<file path="config.mk">
export PLATFORM = sky130hd
export DESIGN_NAME = multicast_consumer_queue_core
export DESIGN_NICKNAME = d
export VERILOG_FILES = /design/src/sv/mcq_pkg.sv /design/src/sv/multicast_consumer_queue_core.sv /design/src/sv/mcq_store.sv /design/src/sv/mcq_match.sv
export SDC_FILE = /design/constraint.sdc
export NUM_CORES = 1
export LEC_CHECK = 0
export ABC_CLOCK_PERIOD_IN_PS = 6200
export BUFFER_PORTS_ARGS = -buffer_cell sky130_fd_sc_hd__buf_2
export CAP_MARGIN = 20
export CORE_MARGIN = 2
export CORE_UTILIZATION = 45
export CTS_BUF_LIST = sky130_fd_sc_hd__clkbuf_4
export CTS_CLUSTER_DIAMETER = 40
export DETAILED_ROUTE_END_ITERATION = 16
export PLACE_DENSITY = 0.62
export SLEW_MARGIN = 20
export SYNTH_ARGS = -nofsm -noshare
export SYNTH_HDL_FRONTEND = slang
export SYNTH_SLANG_ARGS = --single-unit
</file>
<file path="constraint.sdc">
create_clock -name clock -period 6.2 [get_ports clock]
set_input_delay 0.62 -clock clock [delete_from_list [all_inputs] [get_ports clock]]
set_output_delay 0.62 -clock clock [all_outputs]
set_load 0.05 [all_outputs]
</file>
<file path="src/sv/mcq_pkg.sv">
// shared types, codes and field layout of the multicast consumer queue
package mcq_pkg;

   // defaults for the top-level parameters
   localparam int DEPTH_DEFAULT      = 16;
   localparam int CONSUMERS_DEFAULT  = 8;
   localparam int DATA_WIDTH_DEFAULT = 32;

   // fixed field widths
   localparam int CMD_W        = 2;
   localparam int DATA_IN_W    = 32;
   localparam int ID_W         = 3;
   localparam int MASK_W       = 8;
   localparam int CAP_W        = 5;
   localparam int ITEM_COUNT_W = 5;
   localparam int POP_DATA_W   = 32;
   localparam int CSR_ADDR_W   = 1;
   localparam int CSR_DATA_W   = 8;

   // request tdata layout
   localparam int REQ_TDATA_W  = 40;
   localparam int REQ_ID_LSB   = 32;
   localparam int REQ_IDLE_BIT = 35;

   // response tdata layout
   localparam int RSP_TDATA_W    = 48;
   localparam int RSP_FOUND_BIT  = 32;
   localparam int RSP_OVF_BIT    = 33;
   localparam int RSP_COUNT_LSB  = 34;
   localparam int RSP_FULL_BIT   = 39;
   localparam int RSP_HAS_BIT    = 40;
   localparam int RSP_ACTIVE_BIT = 41;

   // register reset values
   localparam logic [MASK_W-1:0] MASK_RESET     = 8'd1;
   localparam logic [CAP_W-1:0]  CAPACITY_RESET = 5'd16;

   typedef enum logic [CMD_W-1:0] {
      CMD_PUSH = 2'd0,
      CMD_POP  = 2'd1,
      CMD_END  = 2'd2,
      CMD_NONE = 2'd3
   } cmd_type;

   typedef enum logic [CSR_ADDR_W-1:0] {
      CSR_MASK     = 1'b0,
      CSR_CAPACITY = 1'b1
   } csr_index_type;

   typedef enum logic [1:0] {
      ST_IDLE,
      ST_SCAN,
      ST_FINISH
   } state_type;

   // status of one entry against the selected consumer bit
   typedef struct packed {
      logic any_hit;
      logic now_empty;
   } match_flags_type;

endpackage

</file>
<file path="src/sv/multicast_consumer_queue_core.sv">
// multicast consumer queue: sequencer, status registers and stream handshake
// a request is taken only while idle; the scan then reads one entry per cycle over the entries
//   held at the transfer, and the finish state loads the output register once it is free
// one request at a time; a finished response waits in the output register while the next
//   request is scanned
// reset is synchronous and active high; the queue comes up empty, active, mask 1, capacity 16
module multicast_consumer_queue_core import mcq_pkg::*; #(
   parameter int DEPTH      = DEPTH_DEFAULT,
   parameter int CONSUMERS  = CONSUMERS_DEFAULT,
   parameter int DATA_WIDTH = DATA_WIDTH_DEFAULT
) (
   input  logic                   clock,
   input  logic                   reset,
   // request channel
   input  logic                   req_tvalid,
   output logic                   req_tready,
   input  logic [REQ_TDATA_W-1:0] req_tdata,  // data_in, consumer_id, providers_idle, zero pad
   input  logic [CMD_W-1:0]       req_tuser,  // cmd
   // response channel
   output logic                   rsp_tvalid,
   input  logic                   rsp_tready,
   output logic [RSP_TDATA_W-1:0] rsp_tdata,  // pop_data, pop_found, overflow, item_count,
                                              // full_res, has_items_for_id, queue_active, pad
   // register write port
   input  logic                   csr_we,
   input  logic [CSR_ADDR_W-1:0]  csr_addr,
   input  logic [CSR_DATA_W-1:0]  csr_wdata
);

   localparam int IDX_W   = $clog2(DEPTH);
   localparam int CNT_W   = $clog2(DEPTH + 1);
   localparam int ENTRY_W = CONSUMERS + DATA_WIDTH;
   localparam logic [CNT_W-1:0] DEPTH_CNT = CNT_W'(DEPTH);

   // ---------------------------------------------------------------- registers
   state_type              state_ff, state_in;
   cmd_type                cmd_ff, cmd_in;
   logic [CONSUMERS-1:0]   bit_ff, bit_in;          // one-hot consumer select, zero if out of range
   logic                   idle_ff, idle_in;
   logic [CNT_W-1:0]       count_ff, count_in;
   logic [CNT_W-1:0]       scan_len_ff, scan_len_in;
   logic [CNT_W-1:0]       rd_idx_ff, rd_idx_in;
   logic                   rd_valid_ff, rd_valid_in;
   logic [IDX_W-1:0]       proc_idx_ff, proc_idx_in;
   logic                   found_ff, found_in;
   logic                   removing_ff, removing_in;
   logic                   has_ff, has_in;
   logic                   overflow_ff, overflow_in;
   logic [DATA_WIDTH-1:0]  pop_data_ff, pop_data_in;
   logic                   term_ff, term_in;
   logic                   active_ff, active_in;
   logic [MASK_W-1:0]      mask_ff, mask_in;
   logic [CAP_W-1:0]       cap_ff, cap_in;
   logic                   rsp_valid_ff, rsp_valid_in;
   logic [RSP_TDATA_W-1:0] rsp_data_ff, rsp_data_in;

   // ---------------------------------------------------------------- request decode
   cmd_type              in_cmd;
   logic [DATA_IN_W-1:0] in_data;
   logic [ID_W-1:0]      in_id;
   logic                 in_idle;
   logic [CONSUMERS-1:0] in_bit;
   logic [63:0]          mask_wide;
   logic [63:0]          data_wide;
   logic [CONSUMERS-1:0] push_readers;
   logic [DATA_WIDTH-1:0] push_data;
   logic                 push_full;
   logic                 push_store;
   logic                 req_accept;

   assign in_cmd  = cmd_type'(req_tuser);
   assign in_data = req_tdata[DATA_IN_W-1:0];
   assign in_id   = req_tdata[REQ_ID_LSB +: ID_W];
   assign in_idle = req_tdata[REQ_IDLE_BIT];

   // ids at or above CONSUMERS select nothing
   assign in_bit = (32'(in_id) < CONSUMERS) ? (CONSUMERS'(1) << in_id) : '0;

   // only the low CONSUMERS mask bits take part, data kept at DATA_WIDTH
   assign mask_wide    = 64'(mask_ff);
   assign push_readers = mask_wide[CONSUMERS-1:0];
   assign data_wide    = 64'(in_data);
   assign push_data    = data_wide[DATA_WIDTH-1:0];

   assign req_accept = req_tvalid & req_tready;
   assign push_full  = (count_ff == DEPTH_CNT);
   // an empty mask stores nothing, a full store drops the push
   assign push_store = req_accept && (in_cmd == CMD_PUSH) && !push_full && (|push_readers);

   // ---------------------------------------------------------------- scan datapath
   logic                  rd_issue;
   logic                  scan_done;
   logic                  slot_free;
   logic                  finish_fire;
   logic [IDX_W-1:0]      rd_addr;
   logic [ENTRY_W-1:0]    rd_entry;
   logic [CONSUMERS-1:0]  ent_readers;
   logic [DATA_WIDTH-1:0] ent_data;
   logic [CONSUMERS-1:0]  ent_cleared;
   match_flags_type       ent_flags;
   logic                  hit;
   logic                  wr_en;
   logic [IDX_W-1:0]      wr_addr;
   logic [ENTRY_W-1:0]    wr_data;

   assign rd_addr     = rd_idx_ff[IDX_W-1:0];
   assign ent_readers = rd_entry[DATA_WIDTH +: CONSUMERS];
   assign ent_data    = rd_entry[DATA_WIDTH-1:0];

   mcq_store #(
      .DEPTH (DEPTH),
      .WIDTH (ENTRY_W)
   ) u_store (
      .clock   (clock),
      .wr_en   (wr_en),
      .wr_addr (wr_addr),
      .wr_data (wr_data),
      .rd_en   (rd_issue),
      .rd_addr (rd_addr),
      .rd_data (rd_entry)
   );

   mcq_match #(
      .READ_W (CONSUMERS)
   ) u_match (
      .readers (ent_readers),
      .sel_bit (bit_ff),
      .cleared (ent_cleared),
      .flags   (ent_flags)
   );

   // first entry of a pop that still owes the consumer a read
   assign hit = rd_valid_ff && (cmd_ff == CMD_POP) && !found_ff && ent_flags.any_hit;

   // memory write port: push append, mask update on a hit, or compaction shift
   always_comb begin
      wr_en   = 1'b0;
      wr_addr = proc_idx_ff;
      wr_data = {ent_readers, ent_data};
      if (push_store) begin
         wr_en   = 1'b1;
         wr_addr = count_ff[IDX_W-1:0];
         wr_data = {push_readers, push_data};
      end else if (hit && !ent_flags.now_empty) begin
         // entry stays, one reader fewer
         wr_en   = 1'b1;
         wr_addr = proc_idx_ff;
         wr_data = {ent_cleared, ent_data};
      end else if (rd_valid_ff && !hit && found_ff && removing_ff) begin
         // close the gap left by the drained entry, order kept
         wr_en   = 1'b1;
         wr_addr = proc_idx_ff - 1'b1;
         wr_data = {ent_readers, ent_data};
      end
   end

   // ---------------------------------------------------------------- finish values
   logic [CNT_W-1:0] count_fin;
   logic             term_fin;
   logic             active_fin;
   logic             full_fin;
   logic [63:0]      pop_data_wide;

   always_comb begin
      count_fin  = count_ff - CNT_W'(removing_ff);
      term_fin   = term_ff;
      active_fin = active_ff;
      case (cmd_ff)
         CMD_POP: begin
            // drained while terminating, found or not
            if ((count_fin == '0) && term_ff) begin
               active_fin = 1'b0;
            end
         end
         CMD_END: begin
            if (idle_ff) begin
               term_fin = 1'b1;
               if (count_ff == '0) begin
                  active_fin = 1'b0;
               end
            end
         end
         default: begin
         end
      endcase
      full_fin      = (32'(count_fin) >= 32'(cap_ff));
      pop_data_wide = 64'(pop_data_ff);
   end

   always_comb begin
      rsp_data_in = '0;
      rsp_data_in[POP_DATA_W-1:0]                 = pop_data_wide[POP_DATA_W-1:0];
      rsp_data_in[RSP_FOUND_BIT]                  = found_ff;
      rsp_data_in[RSP_OVF_BIT]                    = overflow_ff;
      rsp_data_in[RSP_COUNT_LSB +: ITEM_COUNT_W]  = ITEM_COUNT_W'(count_fin);
      rsp_data_in[RSP_FULL_BIT]                   = full_fin;
      rsp_data_in[RSP_HAS_BIT]                    = has_ff;
      rsp_data_in[RSP_ACTIVE_BIT]                 = active_fin;
   end

   // ---------------------------------------------------------------- sequencer
   always_comb begin
      state_in = state_ff;
      unique case (state_ff)
         ST_IDLE: begin
            if (req_accept) begin
               state_in = ST_SCAN;
            end
         end
         ST_SCAN: begin
            if (scan_done) begin
               state_in = ST_FINISH;
            end
         end
         ST_FINISH: begin
            if (slot_free) begin
               state_in = ST_IDLE;
            end
         end
         default: begin
            state_in = ST_IDLE;
         end
      endcase
   end

   always_comb begin
      req_tready  = (state_ff == ST_IDLE);
      rd_issue    = (state_ff == ST_SCAN) && (rd_idx_ff < scan_len_ff);
      scan_done   = (state_ff == ST_SCAN) && !rd_issue && !rd_valid_ff;
      slot_free   = !rsp_valid_ff || rsp_tready;
      finish_fire = (state_ff == ST_FINISH) && slot_free;
   end

   // ---------------------------------------------------------------- next values
   always_comb begin
      cmd_in      = cmd_ff;
      bit_in      = bit_ff;
      idle_in     = idle_ff;
      count_in    = count_ff;
      scan_len_in = scan_len_ff;
      rd_idx_in   = rd_idx_ff;
      found_in    = found_ff;
      removing_in = removing_ff;
      has_in      = has_ff;
      overflow_in = overflow_ff;
      pop_data_in = pop_data_ff;
      term_in     = term_ff;
      active_in   = active_ff;
      mask_in     = mask_ff;
      cap_in      = cap_ff;
      rd_valid_in = rd_issue;
      proc_idx_in = rd_addr;

      if (req_accept) begin
         cmd_in      = in_cmd;
         bit_in      = in_bit;
         idle_in     = in_idle;
         scan_len_in = count_ff;   // the pushed entry is counted in has_in directly
         rd_idx_in   = '0;
         found_in    = 1'b0;
         removing_in = 1'b0;
         pop_data_in = '0;
         overflow_in = (in_cmd == CMD_PUSH) && push_full;
         has_in      = push_store && (|(push_readers & in_bit));
         if (push_store) begin
            count_in = count_ff + 1'b1;
         end
      end

      if (rd_issue) begin
         rd_idx_in = rd_idx_ff + 1'b1;
      end

      if (rd_valid_ff) begin
         if (hit) begin
            found_in    = 1'b1;
            pop_data_in = ent_data;
            removing_in = ent_flags.now_empty;
         end else begin
            has_in = has_ff | ent_flags.any_hit;
         end
      end

      if (finish_fire) begin
         count_in  = count_fin;
         term_in   = term_fin;
         active_in = active_fin;
      end

      if (finish_fire) begin
         rsp_valid_in = 1'b1;
      end else if (rsp_tready) begin
         rsp_valid_in = 1'b0;
      end else begin
         rsp_valid_in = rsp_valid_ff;
      end

      if (csr_we) begin
         unique case (csr_index_type'(csr_addr))
            CSR_MASK:     mask_in = csr_wdata;
            CSR_CAPACITY: cap_in  = csr_wdata[CAP_W-1:0];
            default: begin
            end
         endcase
      end
   end

   // ---------------------------------------------------------------- control registers
   always_ff @(posedge clock) begin
      if (reset) begin
         state_ff     <= ST_IDLE;
         count_ff     <= '0;
         rd_idx_ff    <= '0;
         rd_valid_ff  <= 1'b0;
         term_ff      <= 1'b0;
         active_ff    <= 1'b1;
         mask_ff      <= MASK_RESET;
         cap_ff       <= CAPACITY_RESET;
         rsp_valid_ff <= 1'b0;
      end else begin
         state_ff     <= state_in;
         count_ff     <= count_in;
         rd_idx_ff    <= rd_idx_in;
         rd_valid_ff  <= rd_valid_in;
         term_ff      <= term_in;
         active_ff    <= active_in;
         mask_ff      <= mask_in;
         cap_ff       <= cap_in;
         rsp_valid_ff <= rsp_valid_in;
      end
   end

   // ---------------------------------------------------------------- payload registers
   always_ff @(posedge clock) begin
      cmd_ff      <= cmd_in;
      bit_ff      <= bit_in;
      idle_ff     <= idle_in;
      scan_len_ff <= scan_len_in;
      proc_idx_ff <= proc_idx_in;
      found_ff    <= found_in;
      removing_ff <= removing_in;
      has_ff      <= has_in;
      overflow_ff <= overflow_in;
      pop_data_ff <= pop_data_in;
      if (finish_fire) begin
         rsp_data_ff <= rsp_data_in;
      end
   end

   assign rsp_tvalid = rsp_valid_ff;
   assign rsp_tdata  = rsp_data_ff;

endmodule

</file>
<file path="src/sv/mcq_store.sv">
// entry memory: one write port, one registered read port
module mcq_store #(
   parameter int DEPTH = 16,
   parameter int WIDTH = 40,
   localparam int ADDR_W = $clog2(DEPTH)
) (
   input  logic              clock,
   input  logic              wr_en,
   input  logic [ADDR_W-1:0] wr_addr,
   input  logic [WIDTH-1:0]  wr_data,
   input  logic              rd_en,
   input  logic [ADDR_W-1:0] rd_addr,
   output logic [WIDTH-1:0]  rd_data
);

   logic [WIDTH-1:0] mem [DEPTH];

   always_ff @(posedge clock) begin
      if (wr_en) begin
         mem[wr_addr] <= wr_data;
      end
   end

   always_ff @(posedge clock) begin
      if (rd_en) begin
         rd_data <= mem[rd_addr];
      end
   end

endmodule

</file>
<file path="src/sv/mcq_match.sv">
// shared reader-mask compare unit used once per scanned entry
module mcq_match import mcq_pkg::*; #(
   parameter int READ_W = 8
) (
   input  logic [READ_W-1:0] readers,
   input  logic [READ_W-1:0] sel_bit,
   output logic [READ_W-1:0] cleared,
   output match_flags_type   flags
);

   always_comb begin
      cleared         = readers & ~sel_bit;
      flags.any_hit   = |(readers & sel_bit);
      flags.now_empty = (cleared == '0);
   end

endmodule

</file>
==> qor.txt <==
CP bufs+invs: 2
sequential area share after synthesis: 76.11%
Residual DRC: 0
initial antenna violation count: 2
RSZ-0062 raised after global routing: no
Final Wtd Congestion: 0.7732
synth top area cells: edfxtp_1, mux4_2, dfxtp_1, mux2_2, nand2_1
Clk pin slew, worst setup/hold paths: 0.07 ns
Routed Antenna Nets: 0
Port Buf Inserts: 95
Cell Area, Synth: 30950 um2
CP max stage cell: buf_4
worst-skew pair later-pin latency: 1.03 ns
Die X: 266.2 um
worst hold stages: 2
post-route worst setup slack: 2.416 ns
CTS buffer count: 196
Crit path top cell by count: buf_4
CTS tree: yes
CP Depth: 8
clk buf depth: 3
Critical Path RT: 6.80 ns
fin nets: 1836
peak supply drop: 0.0001359 V
Leak Pwr: 11.51 nW
post-synth top area cell: edfxtp_1
Data arrival, critical path: 4.38 ns
die area: 70880 um2
final WL: 66960 um
met1 Usage GRT: 26.12%
Area Growth Syn to Fin: 14.58%
Hold WC Path Type: input pin to flip-flop
vias per inst: 5.484
HPWL after DPL: 32490 um
MaxCap Viol Count: 0
number of enable flip-flop cells after synthesis: 739
Tightest Pin Transition: 1.048 ns
crit-path cells: a22oi_1 > and4_1 > nor3_4 > buf_4 > and2b_1 > o211ai_1 > nor3_2 > buf_4
crit share post-route: 61.03%
grt met3 use: 5.055%
initial core utilization: 45.28%
GRT Max-Usage Layer: met2
htree depth: 4
Syn Area/Cell: 20.88 um2
startpoint types: flip-flop
die height: 266.2 um
Post-synth ARST share: 0%
R2R depth: 8
crit path time final: 3.784 ns
Max Clk Rate: 264.3 MHz
final max-slew violation count: 0
met2 Use GR: 30.67%
ys flop type: edfxtp_1
largest net degree at the start of global routing: 88
YS warnings: 0
top-area cell type share of the netlist area: 71.71%
row count: 96
post-DR wirelength/cell: 23.82 um
Sink Count: 807
total number of vias: 15416
Syn Inst Count: 1482
dpl ws: 2.287 ns
Tot GR Track Use: 19.29%
crit path capture type: flip-flop
delay-heaviest family, CP: buffers and inverters
first-pass GRT wire length: 98570 um
Fin. Hold Viols: 0
Crit Path Category: flip-flop to flip-flop
post-synth cell types: 59
share of cells above drive strength 1: 37.55%
DRT iter0 DRCs: 1320
status: finished, final reports clean
gr ovfl total: 0
power density of the placed cells: 315.0 nW/um2
core footprint: 68350 um2
Setup-failing EPs final: 0
I/O pin count: 106
vias in the first global route: 15953
register bit total from synthesis: 807
clock root buffer: clkbuf_4
max_slew headroom: 30.13%
Crit Path Max Fanout: 69
Final Skew: 0.05949 ns
Setup TNS: 0 ns
slowest stage delay, CP: 0.71 ns
First-pass DRT Iterations: 5
Post-CTS Resized: 0
[cells by family (layout without fill, tap and decap cells)]
logic type	after synthesis	in the layout	share of synthesized area [%]
flops	807	807	76.11
mux	250	250	16.41
simple gates	190	190	2.822
buf+inv	108	549	1.771
compound gates	99	99	1.908
fa+ha+maj	17	17	0.6873
xor+xnor	10	10	0.2830
other cells	1	7	0.01212
[metal layers]
layer	vias up	wire [um]
met2	557	33040
met5	-	0
met4	0	973
met3	78	4618
li1	6768	-
met1	8013	28330
[worst reg2reg max path, cell delays in order, from the launching register on]
cell and delay, ns:
edfxtp_1 0.42, a22oi_1 0.12, and4_1 0.26, nor3_4 0.16, buf_4 0.69, and2b_1 0.48, o211ai_1 0.34, nor3_2 0.19
buf_4 0.71
[layout by cell type, fill, tap and decap left out, types with 4 or more instances in the layout]
cell	synthesis	routed
dlygate4sd3_1	0	29
nand2b_1	8	8
conb_1	1	6
clkinv_1	0	43
a21oi_1	26	26
buf_4	9	26
edfxtp_1	739	739
mux4_2	201	201
nor2_1	19	19
nor4_1	4	4
buf_2	21	95
o22ai_1	4	4
o211ai_1	4	4
inv_2	2	6
nand3_1	11	11
a22oi_1	5	5
clkbuf_4	0	304
nand2_1	103	103
buf_12	0	7
a21o_1	4	4
inv_1	27	26
xnor2_1	9	9
o21ai_0	39	39
ha_1	17	17
clkinvlp_4	0	4
dfxtp_1	68	64
mux2_2	44	44
nor3_2	1	16
nor2b_1	5	5
[per-stage QoR]
| step | area, um2 | utilization [%] | power, mW | std cells | hold WS, ns |
|---|---|---|---|---|---|
| floorplan | 30960 | - | 6.673 | 1487 | 0.3497 |
| global placement | 32550 | 47.62 | 6.821 | 2418 | 0.4068 |
| detailed placement | 32550 | 47.62 | 6.843 | 2418 | 0.4147 |
| CTS | 35450 | 51.87 | 11.32 | 2810 | 0.01840 |
| global route | 35460 | 51.88 | 11.65 | 2811 | 0.08072 |
| finish | 35460 | 51.88 | 11.17 | 2811 | 0.1390 |
[worst paths after layout]
kind | from | endpoint | slack, ns
worst min-delay path | req_tdata[17] | u_store.mem[5][17]$_DFFE_PP_ | 0.14
worst max register to register | bit_ff[2]$_DFFE_PN_ | u_store.mem[11][28]$_DFFE_PP_ | 2.42
worst max-delay path | bit_ff[2]$_DFFE_PN_ | u_store.mem[11][28]$_DFFE_PP_ | 2.42
worst min register to register | pop_data_ff[13]$_DFF_P_ | rsp_tdata[13]$_DFFE_PP_ | 0.42
[state kept, by name (all words and copies together), names as in the netlist]
register / count
mask_ff: 8
found_ff: 1
removing_ff: 1
has_ff: 1
overflow_ff: 1
rd_valid_ff: 1
scan_len_ff: 5
count_ff: 5
cmd_ff: 2
u_store.rd_data: 40
active_ff: 1
idle_ff: 1
pop_data_ff: 32
bit_ff: 8
proc_idx_ff: 4
state_ff: 2
rsp_tvalid: 1
rsp_tdata: 42
cap_ff: 5
rd_idx_ff: 5
u_store.mem: 640
term_ff: 1
[what timing repair did]
| item | 4_1_cts | 5_1_grt |
|---|---|---|
| setup endpoints to repair | 0 | 0 |
| hold buffers | 29 | 0 |
| hold endpoints to repair | 32 | 0 |
| setup buffers | 0 | 0 |
[power by group]
group / switching [mW] / internal [mW] / total (mW)
clock: 2.08 / 2.36 / 4.44
combinational: 0.339 / 0.260 / 0.598
sequential: 0.0554 / 6.08 / 6.13
[synth_stat cells, types with 2 or more instances]
| cell | number |
|---|---|
| edfxtp_1 | 739 |
| mux4_2 | 201 |
| nand2_1 | 103 |
| dfxtp_1 | 68 |
| mux2_2 | 44 |
| o21ai_0 | 39 |
| clkbuf_1 | 35 |
| inv_1 | 27 |
| a21oi_1 | 26 |
| buf_2 | 21 |
| nor2_1 | 19 |
| nor3_1 | 19 |
| ha_1 | 17 |
| buf_6 | 11 |
| nand3_1 | 11 |
| buf_4 | 9 |
| xnor2_1 | 9 |
| nand2b_1 | 8 |
| a22oi_1 | 5 |
| nor2b_1 | 5 |
| a21o_1 | 4 |
| nor4_1 | 4 |
| o211ai_1 | 4 |
| o22ai_1 | 4 |
| a31oi_1 | 3 |
| buf_1 | 3 |
| mux2i_1 | 3 |
| nor3b_1 | 3 |
| a211oi_1 | 2 |
| a221o_1 | 2 |
| and2_1 | 2 |
| and3_1 | 2 |
| inv_2 | 2 |
| nor2_2 | 2 |
| o21ai_1 | 2 |
[layout make-up]
type / instances / area [um2]
Tap cell: 882 / 1104
Antenna cell: 1 / 2.502
Clock buffer: 304 / 2282
Timing Repair Buffer: 157 / 1101
Multi-Input combinational cell: 572 / 6959
Clock inverter: 59 / 334.1
Fill cell: 5476 / 32890
Sequential cell: 807 / 23570
Inverter: 29 / 108.9
Power figures use the tool's default switching activity.
